`src/rtl/hlp_pkg.sv`:
```
// ----------------------------------------------------------------------------
// hlp_pkg
// shared types, constants and character tables of the request line parser
// ----------------------------------------------------------------------------
package hlp_pkg;

  // receive buffer size; bytes at or past this position end the text
  localparam int MAX_REQUEST_BYTES = 4096;
  localparam int POS_W             = $clog2(MAX_REQUEST_BYTES + 1);

  // fixed payload widths
  localparam int METHOD_W = 3;
  localparam int OFFSET_W = 12;
  localparam int LENGTH_W = 13;
  localparam int INDEX_W  = 4;
  localparam int NUM_METHODS = 8;
  localparam logic [INDEX_W-1:0] VERSION_LEN = 4'd8;
  localparam logic [INDEX_W-1:0] INDEX_MAX   = 4'd15;
  localparam logic [LENGTH_W-1:0] COUNT_MAX  = 13'h1fff;

  // characters
  localparam logic [7:0] CH_NUL   = 8'h00;
  localparam logic [7:0] CH_SPACE = 8'h20;
  localparam logic [7:0] CH_CR    = 8'h0d;
  localparam logic [7:0] CH_LF    = 8'h0a;
  localparam logic [7:0] CH_UPPER_A = 8'd65;
  localparam logic [7:0] CH_UPPER_Z = 8'd90;
  localparam logic [7:0] CASE_DELTA = 8'd32;

  typedef enum logic [1:0] {
    ST_OK                  = 2'd0,
    ST_BAD_REQUEST         = 2'd1,
    ST_VERSION_UNSUPPORTED = 2'd2
  } hlp_status_t;

  typedef enum logic [2:0] {
    M_GET     = 3'd0,
    M_POST    = 3'd1,
    M_PUT     = 3'd2,
    M_DELETE  = 3'd3,
    M_CONNECT = 3'd4,
    M_TRACE   = 3'd5,
    M_HEAD    = 3'd6,
    M_OPTIONS = 3'd7
  } hlp_method_t;

  typedef enum logic [5:0] {
    PH_METHOD    = 6'b000001,
    PH_URI_FIRST = 6'b000010,
    PH_URI       = 6'b000100,
    PH_VER_FIRST = 6'b001000,
    PH_VER       = 6'b010000,
    PH_AFTER_CR  = 6'b100000
  } hlp_phase_t;

  typedef struct packed {
    logic [7:0] data_byte;
    logic       last;
  } hlp_byte_t;

  typedef struct packed {
    hlp_status_t         status;
    logic [METHOD_W-1:0] method;
    logic [OFFSET_W-1:0] uri_offset;
    logic [LENGTH_W-1:0] uri_length;
  } hlp_result_t;

  function automatic logic [7:0] to_lower(input logic [7:0] c);
    return (c >= CH_UPPER_A && c <= CH_UPPER_Z) ? c + CASE_DELTA : c;
  endfunction

  function automatic logic [INDEX_W-1:0] method_len(input logic [METHOD_W-1:0] m);
    logic [INDEX_W-1:0] len;
    case (m)
      M_GET:     len = 4'd3;
      M_POST:    len = 4'd4;
      M_PUT:     len = 4'd3;
      M_DELETE:  len = 4'd6;
      M_CONNECT: len = 4'd7;
      M_TRACE:   len = 4'd5;
      M_HEAD:    len = 4'd4;
      M_OPTIONS: len = 4'd7;
      default:   len = 4'd0;
    endcase
    return len;
  endfunction

  function automatic logic [7:0] method_char(input logic [METHOD_W-1:0] m,
                                             input logic [2:0] i);
    logic [55:0] name;
    case (m)
      M_GET:     name = {"get", 32'h0};
      M_POST:    name = {"post", 24'h0};
      M_PUT:     name = {"put", 32'h0};
      M_DELETE:  name = {"delete", 8'h0};
      M_CONNECT: name = "connect";
      M_TRACE:   name = {"trace", 16'h0};
      M_HEAD:    name = {"head", 24'h0};
      M_OPTIONS: name = "options";
      default:   name = '0;
    endcase
    // first character sits in the top byte
    return name[55 - 8 * i -: 8];
  endfunction

  function automatic logic [7:0] version_char(input logic [2:0] i);
    logic [63:0] text;
    text = "http/1.1";
    return text[63 - 8 * i -: 8];
  endfunction

endpackage

```
`src/rtl/hlp_if.sv`:
```
// ----------------------------------------------------------------------------
// hlp_if
// valid/ready channels for request bytes and verdicts
// ----------------------------------------------------------------------------
interface hlp_byte_if;
  logic       valid;
  logic       ready;
  logic [7:0] data_byte;
  logic       last;

  modport source (output valid, output data_byte, output last, input ready);
  modport sink   (input valid, input data_byte, input last, output ready);
endinterface

interface hlp_verdict_if;
  logic        valid;
  logic        ready;
  logic [1:0]  status;
  logic [2:0]  method;
  logic [11:0] uri_offset;
  logic [12:0] uri_length;

  modport source (output valid, output status, output method, output uri_offset,
                  output uri_length, input ready);
  modport sink   (input valid, input status, input method, input uri_offset,
                  input uri_length, output ready);
endinterface

```
`src/rtl/hlp_core.sv`:
```
// ----------------------------------------------------------------------------
// hlp_core
// parse state and the one-byte step of the request line checker
// ----------------------------------------------------------------------------
module hlp_core import hlp_pkg::*; (
  input  logic        clk,
  input  logic        rst,
  input  logic        step,
  input  hlp_byte_t   din,
  output logic        res_valid,
  output hlp_result_t res
);

  hlp_phase_t          phase, phase_next;
  logic [POS_W-1:0]    pos, pos_next;
  logic [NUM_METHODS-1:0] cand, cand_next;
  logic [INDEX_W-1:0]  idx, idx_next;
  logic [OFFSET_W-1:0] uri_start, uri_start_next;
  logic [LENGTH_W-1:0] uri_count, uri_count_next;
  logic                ver_ok, ver_ok_next;
  logic                verdict_given, verdict_given_next;
  logic [METHOD_W-1:0] chosen, chosen_next;

  logic [7:0]             c, lc;
  logic [NUM_METHODS-1:0] hit, keep;
  logic                   vm_eff;
  logic [INDEX_W-1:0]     idx_eff;
  logic                   give;
  hlp_status_t            give_status;

  always_comb begin
    c  = din.data_byte;
    lc = to_lower(c);
    for (int k = 0; k < NUM_METHODS; k++) begin
      hit[k]  = cand[k] && (method_len(METHOD_W'(k)) == idx);
      keep[k] = (idx < method_len(METHOD_W'(k))) &&
                (method_char(METHOD_W'(k), idx[2:0]) == lc);
    end
    // the first version byte starts a fresh compare
    vm_eff  = (phase == PH_VER_FIRST) ? 1'b1 : ver_ok;
    idx_eff = (phase == PH_VER_FIRST) ? '0 : idx;

    phase_next         = phase;
    pos_next           = pos;
    cand_next          = cand;
    idx_next           = idx;
    uri_start_next     = uri_start;
    uri_count_next     = uri_count;
    ver_ok_next        = ver_ok;
    verdict_given_next = verdict_given;
    chosen_next        = chosen;
    give               = 1'b0;
    give_status        = ST_BAD_REQUEST;

    if (!verdict_given) begin
      if (c == CH_NUL || pos >= POS_W'(MAX_REQUEST_BYTES)) begin
        give = 1'b1;
      end else begin
        case (phase)
          PH_METHOD: begin
            if (c == CH_SPACE) begin
              if (|hit) begin
                for (int k = NUM_METHODS - 1; k >= 0; k--) begin
                  if (hit[k]) chosen_next = METHOD_W'(k);
                end
                phase_next = PH_URI_FIRST;
              end else begin
                give = 1'b1;
              end
            end else begin
              cand_next = cand & keep;
              if (idx < INDEX_MAX) idx_next = idx + 1'b1;
            end
          end
          PH_URI_FIRST: begin
            if (c == CH_SPACE) begin
              give = 1'b1;
            end else begin
              uri_start_next = pos[OFFSET_W-1:0];
              uri_count_next = LENGTH_W'(1);
              phase_next     = PH_URI;
            end
          end
          PH_URI: begin
            if (c == CH_SPACE) begin
              phase_next = PH_VER_FIRST;
            end else if (uri_count < COUNT_MAX) begin
              uri_count_next = uri_count + 1'b1;
            end
          end
          PH_VER_FIRST, PH_VER: begin
            if (phase == PH_VER_FIRST && c == CH_SPACE) begin
              give = 1'b1;
            end else begin
              phase_next  = PH_VER;
              ver_ok_next = vm_eff;
              idx_next    = idx_eff;
              if (c == CH_CR) begin
                phase_next = PH_AFTER_CR;
              end else if (c == CH_LF) begin
                give        = 1'b1;
                give_status = (vm_eff && idx_eff == VERSION_LEN) ? ST_OK
                                                                 : ST_VERSION_UNSUPPORTED;
              end else begin
                if (idx_eff[3] || version_char(idx_eff[2:0]) != lc) ver_ok_next = 1'b0;
                if (idx_eff < INDEX_MAX) idx_next = idx_eff + 1'b1;
              end
            end
          end
          PH_AFTER_CR: begin
            give = 1'b1;
            if (c == CH_LF) begin
              give_status = (ver_ok && idx == VERSION_LEN) ? ST_OK : ST_VERSION_UNSUPPORTED;
            end
          end
          default: give = 1'b1;
        endcase
        pos_next = pos + 1'b1;
        // last byte with the line still open
        if (!give && din.last) give = 1'b1;
      end
    end
    if (give) verdict_given_next = 1'b1;

    // end of request buffer: back to the reset state
    if (din.last) begin
      phase_next         = PH_METHOD;
      pos_next           = '0;
      cand_next          = '1;
      idx_next           = '0;
      uri_start_next     = '0;
      uri_count_next     = '0;
      ver_ok_next        = 1'b1;
      verdict_given_next = 1'b0;
      chosen_next        = '0;
    end

    res_valid      = give;
    res.status     = give_status;
    res.method     = (give_status == ST_OK) ? chosen : '0;
    res.uri_offset = (give_status == ST_OK) ? uri_start : '0;
    res.uri_length = (give_status == ST_OK) ? uri_count : '0;
  end

  always_ff @(posedge clk) begin
    if (rst) begin
      phase         <= PH_METHOD;
      pos           <= '0;
      cand          <= '1;
      idx           <= '0;
      uri_start     <= '0;
      uri_count     <= '0;
      ver_ok        <= 1'b1;
      verdict_given <= 1'b0;
      chosen        <= '0;
    end else if (step) begin
      phase         <= phase_next;
      pos           <= pos_next;
      cand          <= cand_next;
      idx           <= idx_next;
      uri_start     <= uri_start_next;
      uri_count     <= uri_count_next;
      ver_ok        <= ver_ok_next;
      verdict_given <= verdict_given_next;
      chosen        <= chosen_next;
    end
  end

endmodule

```
`src/rtl/http_request_line_parser.sv`:
```
// ----------------------------------------------------------------------------
// http_request_line_parser
// checks the request line of one received http request, one byte per request
// ----------------------------------------------------------------------------
// Bytes of a received request arrive on rx, one per request, with last set on
// the final byte of the buffer. The block checks method, one space, uri, one
// space, version and then LF or CR LF, and puts out exactly one verdict per
// request on the verdict channel: ok with method code, uri offset and uri
// length, bad request, or version not supported. Method names and the version
// are matched without regard to ascii case. A zero byte, a byte at position
// 4096 or beyond, or the last byte with the line still open ends the text
// with bad request. Bytes after the verdict are dropped up to the last one.
// Throughput is one byte per clock while the verdict channel is not stalled;
// a byte's verdict passes the input register, then the result register,
// before it shows on the verdict channel. The parse step only advances while
// the result register is free or being emptied, so a stalled verdict stalls rx
// once the input register holds a byte.
// ----------------------------------------------------------------------------
module http_request_line_parser import hlp_pkg::*; (
  input logic            clk,
  input logic            rst,
  hlp_byte_if.sink       rx,
  hlp_verdict_if.source  verdict
);

  // input register
  logic      in_valid;
  hlp_byte_t in_data;

  // result register
  logic        out_valid;
  hlp_result_t out_data;

  logic        out_free;
  logic        step;
  logic        res_valid;
  hlp_result_t res;

  // result slot empty or emptied this cycle
  assign out_free = !out_valid || verdict.ready;
  // the buffered byte moves through the parse step
  assign step     = in_valid && out_free;
  assign rx.ready = !in_valid || out_free;

  always_ff @(posedge clk) begin
    if (rst) begin
      in_valid <= 1'b0;
    end else if (rx.ready) begin
      in_valid <= rx.valid;
    end
  end

  always_ff @(posedge clk) begin
    if (rx.ready && rx.valid) begin
      in_data.data_byte <= rx.data_byte;
      in_data.last      <= rx.last;
    end
  end

  hlp_core u_core (
    .clk       (clk),
    .rst       (rst),
    .step      (step),
    .din       (in_data),
    .res_valid (res_valid),
    .res       (res)
  );

  always_ff @(posedge clk) begin
    if (rst) begin
      out_valid <= 1'b0;
    end else if (out_free) begin
      out_valid <= step && res_valid;
    end
  end

  always_ff @(posedge clk) begin
    if (out_free && step && res_valid) begin
      out_data <= res;
    end
  end

  assign verdict.valid      = out_valid;
  assign verdict.status     = out_data.status;
  assign verdict.method     = out_data.method;
  assign verdict.uri_offset = out_data.uri_offset;
  assign verdict.uri_length = out_data.uri_length;

endmodule

```
`src/flat_wrapper.sv`:
```
// flat-port wrapper written by rule: the top's interface ports become plain ports
module http_request_line_parser_flat import hlp_pkg::*;
  (clk, rst, rx_valid, rx_data_byte, rx_last, rx_ready, verdict_valid, verdict_status, verdict_method, verdict_uri_offset, verdict_uri_length, verdict_ready);
  hlp_byte_if rx_i ();
  hlp_verdict_if verdict_i ();
  input logic clk;
  input logic rst;
  input wire logic [$bits(rx_i.valid)-1:0] rx_valid;
  input wire logic [$bits(rx_i.data_byte)-1:0] rx_data_byte;
  input wire logic [$bits(rx_i.last)-1:0] rx_last;
  output wire logic [$bits(rx_i.ready)-1:0] rx_ready;
  output wire logic [$bits(verdict_i.valid)-1:0] verdict_valid;
  output wire logic [$bits(verdict_i.status)-1:0] verdict_status;
  output wire logic [$bits(verdict_i.method)-1:0] verdict_method;
  output wire logic [$bits(verdict_i.uri_offset)-1:0] verdict_uri_offset;
  output wire logic [$bits(verdict_i.uri_length)-1:0] verdict_uri_length;
  input wire logic [$bits(verdict_i.ready)-1:0] verdict_ready;
  assign rx_i.valid = rx_valid;
  assign rx_i.data_byte = rx_data_byte;
  assign rx_i.last = rx_last;
  assign rx_ready = rx_i.ready;
  assign verdict_valid = verdict_i.valid;
  assign verdict_status = verdict_i.status;
  assign verdict_method = verdict_i.method;
  assign verdict_uri_offset = verdict_i.uri_offset;
  assign verdict_uri_length = verdict_i.uri_length;
  assign verdict_i.ready = verdict_ready;
  http_request_line_parser u_core (.clk(clk), .rst(rst), .rx(rx_i), .verdict(verdict_i));
endmodule
```
`config.mk`:
```
export PLATFORM = sky130hd
export DESIGN_NAME = http_request_line_parser_flat
export DESIGN_NICKNAME = d
export VERILOG_FILES = /design/src/rtl/hlp_pkg.sv /design/src/rtl/hlp_if.sv /design/src/rtl/hlp_core.sv /design/src/rtl/http_request_line_parser.sv /design/src/flat_wrapper.sv
export SDC_FILE = /design/constraint.sdc
export NUM_CORES = 1
export LEC_CHECK = 0
export BUFFER_PORTS_ARGS = -buffer_cell sky130_fd_sc_hd__buf_2
export CAP_MARGIN = 20
export CORE_ASPECT_RATIO = 0.5
export CORE_MARGIN = 2
export CORE_UTILIZATION = 50
export CTS_CLUSTER_SIZE = 40
export DETAILED_ROUTE_END_ITERATION = 8
export PLACE_DENSITY = 0.74
export SLEW_MARGIN = 10
export SYNTH_ARGS = -nofsm -noshare
export SYNTH_HDL_FRONTEND = slang
export SYNTH_SLANG_ARGS = --single-unit
```
`constraint.sdc`:
```
create_clock -name clk -period 9.7 [get_ports clk]
set_clock_uncertainty 0.05 [all_clocks]
set_input_delay 0.485 -clock clk [delete_from_list [all_inputs] [get_ports clk]]
set_output_delay 0.485 -clock clk [all_outputs]
set_load 0.1 [all_outputs]
```
======== Word-level counts from Yosys, hierarchy flattened ========
Index checks and enable logic that the tools add are counted.
cells by class
  add/subtract/negate cells ............... 7
  magnitude comparators ................... 11
  eq/ne operators ......................... 38
  shifts and indexed selects .............. 9
  mux-type cells .......................... 88
  bitwise operators ....................... 1
  reductions and logical operators ........ 56
operator list
  kind                                                                            number
  63-bit by 33-bit variable part select with 8-bit output (first input constant)  8
  13-bit 2-to-1 mux                                                               9
  71-bit by 33-bit variable part select with 8-bit output (first input constant)  1
  8-bit equality test                                                             8
  12-bit 2-to-1 mux                                                               5
  6-bit 2-to-1 mux                                                                9
  8-bit 2-to-1 mux                                                                6
  3-bit 2-to-1 mux                                                                14
  4-bit 2-to-1 mux                                                                10
  3-bit by 2-bit != test with 1-bit output (second input constant)                9
  13-bit by 1-bit adder with 13-bit output (second input constant)                2
  1-bit logical AND                                                               26
  13-bit one-hot mux with 2 select lines                                          1
  6-bit one-hot mux with 4 select lines                                           1
  1-bit 2-to-1 mux                                                                22
  7-bit AND reduction                                                             3
  3-bit by 4-bit equality test with 1-bit output (first input constant)           4
  8-bit by 4-bit equality test with 1-bit output (second input constant)          2
  4-bit by 3-bit < comparator with 1-bit output (second input constant)           4
  2-bit 2-to-1 mux                                                                8
  5-bit AND reduction                                                             3
  6-bit by 6-bit subtractor with 7-bit output (first input constant)              2
  13-bit greater-or-equal comparator (second input constant)                      1
  13-bit < comparator (second input constant)                                     1
  other kinds (34)                                                                51
word-level totals
  register bits after elaboration ......... 102
  bits of input ports ..................... 13
  output and inout bits ................... 32

======== Depth between registers and ports, before layout ========
  depth after elaboration ................. 16
  mapped depth ............................ 12
  depth with buffers taken out ............ 11

======== By module ========
From an unflattened synthesis, not the netlist that was laid out.
second synthesis, totals
  cell total of the unflattened synthesis .. 712
  area, all modules ....................... 6168.4 µm²
by module, submodules not included
  module                    times used  cells each  area each (µm²)
  hlp_core                  1           662         4894.7
  http_request_line_parser  1           50          1273.7

======== Worst setup path before layout ========
OpenSTA, ideal clock, no wires.
  kind .................................... flip-flop to flip-flop
  from .................................... register u_core.u_core.idx[1]
  to ...................................... register u_core.out_data, in the netlist u_core.verdict.method[0] (enable)
  arrival time ............................ 3.840 ns
  required time ........................... 9.195 ns
  path slack .............................. 5.355 ns
  stages on the path, launching flop included .. 10
  clock period less this slack ............ 4.345 ns
  path through ............................ dfxtp_1 -> clkbuf_1 -> inv_1 -> ha_1 -> a22o_1 -> a22oi_1 -> nand4_1 -> nand3_1 -> a221oi_1 -> nor3_1
on the way
  cells in the longest elaborated chain, start to end .. 14
RTL lines
  what                                                                                                              RTL line                        RTL
  start: declaration                                                                                                hlp_core.sv:17                  logic [INDEX_W-1:0] idx, idx_next;
  start signal: assignment                                                                                          hlp_core.sv:160                 idx <= idx_next;
  2-bit by 4-bit equality test with 1-bit output or 3-bit by 4-bit equality test with 1-bit output (tied branches)  hlp_core.sv:35                  hit[k] = cand[k] && (method_len(METHOD_W'(k)) == idx);
  1-bit logical AND                                                                                                 hlp_core.sv:35
  8-bit OR reduction (*)                                                                                            hlp_core.sv:62                  if (|hit) begin
  1-bit 2-to-1 mux (*)                                                                                              hlp_core.sv:62
  1-bit 2-to-1 mux (*)                                                                                              hlp_core.sv:61                  if (c == CH_SPACE) begin
  1-bit one-hot mux with 4 select lines (*)                                                                         hlp_core.sv:59                  case (phase)
  1-bit 2-to-1 mux (*)                                                                                              hlp_core.sv:56                  if (c == CH_NUL || pos >= POS_W'(MAX_REQUEST_BYTES)) begin
  1-bit 2-to-1 mux (*)                                                                                              hlp_core.sv:55                  if (!verdict_given) begin
  1-bit logical NOT                                                                                                 hlp_core.sv:120                 if (!give && din.last) give = 1'b1;
  1-bit logical AND                                                                                                 hlp_core.sv:120
  1-bit 2-to-1 mux (*)                                                                                              hlp_core.sv:120
  1-bit 2-to-1 mux (*)                                                                                              hlp_core.sv:56
  1-bit 2-to-1 mux (*)                                                                                              hlp_core.sv:55
  1-bit logical AND (*)                                                                                             http_request_line_parser.sv:78  if (out_free && step && res_valid) begin
  end signal: assignment                                                                                            http_request_line_parser.sv:79  out_data <= res;
  end: declaration                                                                                                  http_request_line_parser.sv:32  hlp_result_t out_data;
Mark *: on every way between the ends. The rest lies on a longest branch, timed or not. The select of a mux whose other input is x is not followed.
A chain may end at the register's enable or synchronous reset.

======== Worst setup path after layout ========
  from .................................... register u_core.u_core.idx[1]
  to ...................................... register u_core.u_core.cand[1]
on the way
  cells in the longest elaborated chain, start to end .. 10
RTL lines
  what                                                     RTL line         RTL
  6-bit by 6-bit subtractor with 7-bit output              hlp_pkg.sv:103   return name[55 - 8 * i -: 8];
  63-bit by 33-bit variable part select with 8-bit output  hlp_pkg.sv:103
  8-bit equality test                                      hlp_core.sv:37   (method_char(METHOD_W'(k), idx[2:0]) == lc);
  1-bit logical AND (*)                                    hlp_core.sv:36   keep[k] = (idx < method_len(METHOD_W'(k))) &&
  8-bit AND (*)                                            hlp_core.sv:71   cand_next = cand & keep;
  8-bit 2-to-1 mux (*)                                     hlp_core.sv:61
  8-bit 2-to-1 mux (*)                                     hlp_core.sv:59
  8-bit 2-to-1 mux (*)                                     hlp_core.sv:56
  8-bit 2-to-1 mux (*)                                     hlp_core.sv:55
  8-bit 2-to-1 mux (*)                                     hlp_core.sv:126  if (din.last) begin
  end signal: assignment                                   hlp_core.sv:159  cand <= cand_next;
  end: declaration                                         hlp_core.sv:16   logic [NUM_METHODS-1:0] cand, cand_next;
Marked as above.

==> summary.txt <==
status: finished clean
critical setup path kind: reg2reg
DP Cell Count: 860
clock transition at the registers of the reported paths: 0.08 ns
layout cells sized above 1: 13.6%
DRT Wirelength: 14,800 µm
Inserted Diodes: 0
DR pass1 iterations: 6
clk_lat worst skew: 0.35 ns
hold depth: 1
Final Net Count: 730
synthesis-stage register bit count: 102
synthesized instance count: 692
root buf cell: clkbuf_16
Util after Layout: 56.0%
Hold Crit Class: in2reg
most common cell after layout, fill and taps aside: dfxtp_1
number of synthesized flops with an enable pin: 39
Slew Limit Fails: 0
post-route setup TNS: 0 ns
Initial DRC Count: 535
Worst Path Max Fanout: 22
Synth async-reset ratio: 0%
I/O pin count: 45
area of the mapped netlist: 0.00611 mm²
post-synthesis sequential area ratio: 39.8%
RSZ-0062 raised after global routing: false
PD cells: 146 mW/mm²
maximum vdd drop: 97.4 µV
DRC: 0
Die Y-Extent: 82.2 µm
Leakage: 2.35 nW
most used flip-flop cell after synthesis: dfxtp_1
clk buf depth: 2
final instance area: 0.00665 mm²
Worst EP arrival: 3.72 ns
Synth top area share: 20.6%
clock net sink count: 102
wire length on met2: 6630 µm
CP peak stage delay: 0.74 ns
# H-tree levels: 3
final setup fails: 0
number of global-route vias before repair: 4,667
Global Route Usage Sum: 22.6%
Final Cycle Share: 35.9%
syn_area_per_cell: 8.83 µm²
worst slew pin tran: 1.04 ns
Port Buffers: 44
Vias per Instance: 6.10
Min Clock Period, post-route: 3.48 ns
placed inst area: 0.00636 mm²
max-cap violations: 0
DR vias: 5,344
Final Hold Fails: 0
Inserted Clock Buffers: 9
core area: 0.0119 mm²
Syn Nets: 716
Met1 Wirelength: 6880 µm
Final HPWL DP: 10,200 µm
top sig layer: met4
r2r worst-path depth: 8
Routed Antenna Nets: 0
Worst setup SP type: flop
CTS tree: done
crit end category: flop
synthesis-to-finish area growth: 8.87%
routed length per instance: 16.9 µm
ranking of synthesized cells by area: dfxtp_1 (21%), edfxtp_1 (19%), nor2_1 (3.8%)
initial antenna violation count: 0
worst-path cell chain: inv_1 -> ha_1 -> nor2b_1 -> o311ai_1 -> nand2_1 -> mux2i_1 -> nor4_1 -> a31o_2
GPL Wtd Cong: 0.899
Slowest-stage cell, CP: ha_1
area leader, netlist: dfxtp_1
first-pass GRT wire length: 23,900 µm
worst path required time: 9.95 ns
final cell count without fillers: 876
largest net degree at the start of global routing: 39
DIE WIDTH: 160 µm
CTS Hold Bufs: 0
# rows: 28
Max-slew headroom: 30.3%
Fill cells: 1,048
die area: 0.0132 mm²
post_cts resized: 0
GRT Residual Overflow: 0
Starting Density: 51.4%
commonest non-fill, non-tap cells in the layout: dfxtp_1 (63), nor2_1 (62), buf_2 (44), a21oi_1 (42), nand2_1 (40)
Cell variety after synth: 81
Post-CTS Setup Inserts: 0
synth warn: 0
FMAX: 287 MHz
DR WL met3: 998 µm
path summary, 6_finish.rpt:
kind / start / to / slack [ns]
max reg2reg: u_core.u_core.idx[1] / u_core.u_core.cand[1] / 6.22
max: u_core.u_core.idx[1] / u_core.u_core.cand[1] / 6.22
min: rx_data_byte[5] / u_core.in_data[6] / 0.26
min reg2reg: u_core.u_core.uri_count[4] / u_core.u_core.uri_count[4] / 0.45
worst max-delay path: cells and delay by family (launching register included):
family,cells,cell delay (ns)
compound gates,2,0.92
fa+ha+maj,1,0.74
buf+inv,1,0.19
flops,1,0.62
mux,1,0.17
simple gates,3,0.70
through the flow:
step / hold WS, ns / power (W) / worst slack, ns
6_report: 0.259 / 0.000971 / 6.22
4_1_cts: 0.256 / 0.000973 / 6.29
3_3_place_gp: 0.413 / 0.000627 / 6.44
5_1_grt: 0.256 / 0.00100 / 5.90
2_1_floorplan: 0.385 / 0.000598 / 5.36
3_5_place_dp: 0.421 / 0.000628 / 6.35
sequential cells by signal, indices dropped and copies added (netlist names):
signal and count:
u_core.in_data 9, u_core.in_valid 1, u_core.u_core.cand 8, u_core.u_core.chosen 3, u_core.u_core.idx 4, u_core.u_core.phase 6, u_core.u_core.pos 13, u_core.u_core.uri_count 13
u_core.u_core.uri_start 12, u_core.u_core.ver_ok 1, u_core.u_core.verdict_given 1, u_core.verdict.method 3, u_core.verdict.status 2, u_core.verdict.uri_length 13, u_core.verdict.uri_offset 12, u_core.verdict.valid 1
kinds of logic after synthesis:
family                     Yosys count  synth area share (%)
DFF                                102                  39.8
AOI/OAI and AO/OA                  187                  21.0
adders and majority gates           11                  2.25
buffers and inverters               67                  4.83
and+or+nand+nor                    281                  25.5
muxes                               14                  2.34
xor gates and xnor gates            30                  4.30
layer usage:
metal  vias up  track usage (%)
li1       2591                -
met2       232             37.1
met4         0             8.92
met1      2495             30.7
met3        26             3.25
met5         -                0
final cells by class:
class                      instances  area [µm²]  share of cell area (%)
multi-input combinational        523        3390                    50.9
sequential                       102        2430                    36.6
timing repair buffer              50         265                    3.99
clock buffer                      10         229                    3.44
tap                              165         206                    3.10
inverter                          20        75.1                    1.13
clock inverter                     6        56.3                   0.847
where the power goes:
part	switching [W]	internal [W]	leakage, nW	total, W
logic	0.000103	0.0000441	1.34	0.000148
clock network	0.000171	0.000179	0.137	0.000350
registers	0.0000174	0.000456	0.869	0.000474
total	0.000291	0.000680	2.35	0.000971
synthesized netlist by cell type, types with 16 or more instances:
library cell  count
nor3_1           19
nor2_1           62
dfxtp_1          63
edfxtp_1         39
nand2_1          40
nand3_1          26
xnor2_1          20
a22oi_1          16
a21oi_1          42
and2_1           32
inv_1            19
o21ai_0          35
clkbuf_1         28
No activity file was read; power rests on OpenSTA's default activity.
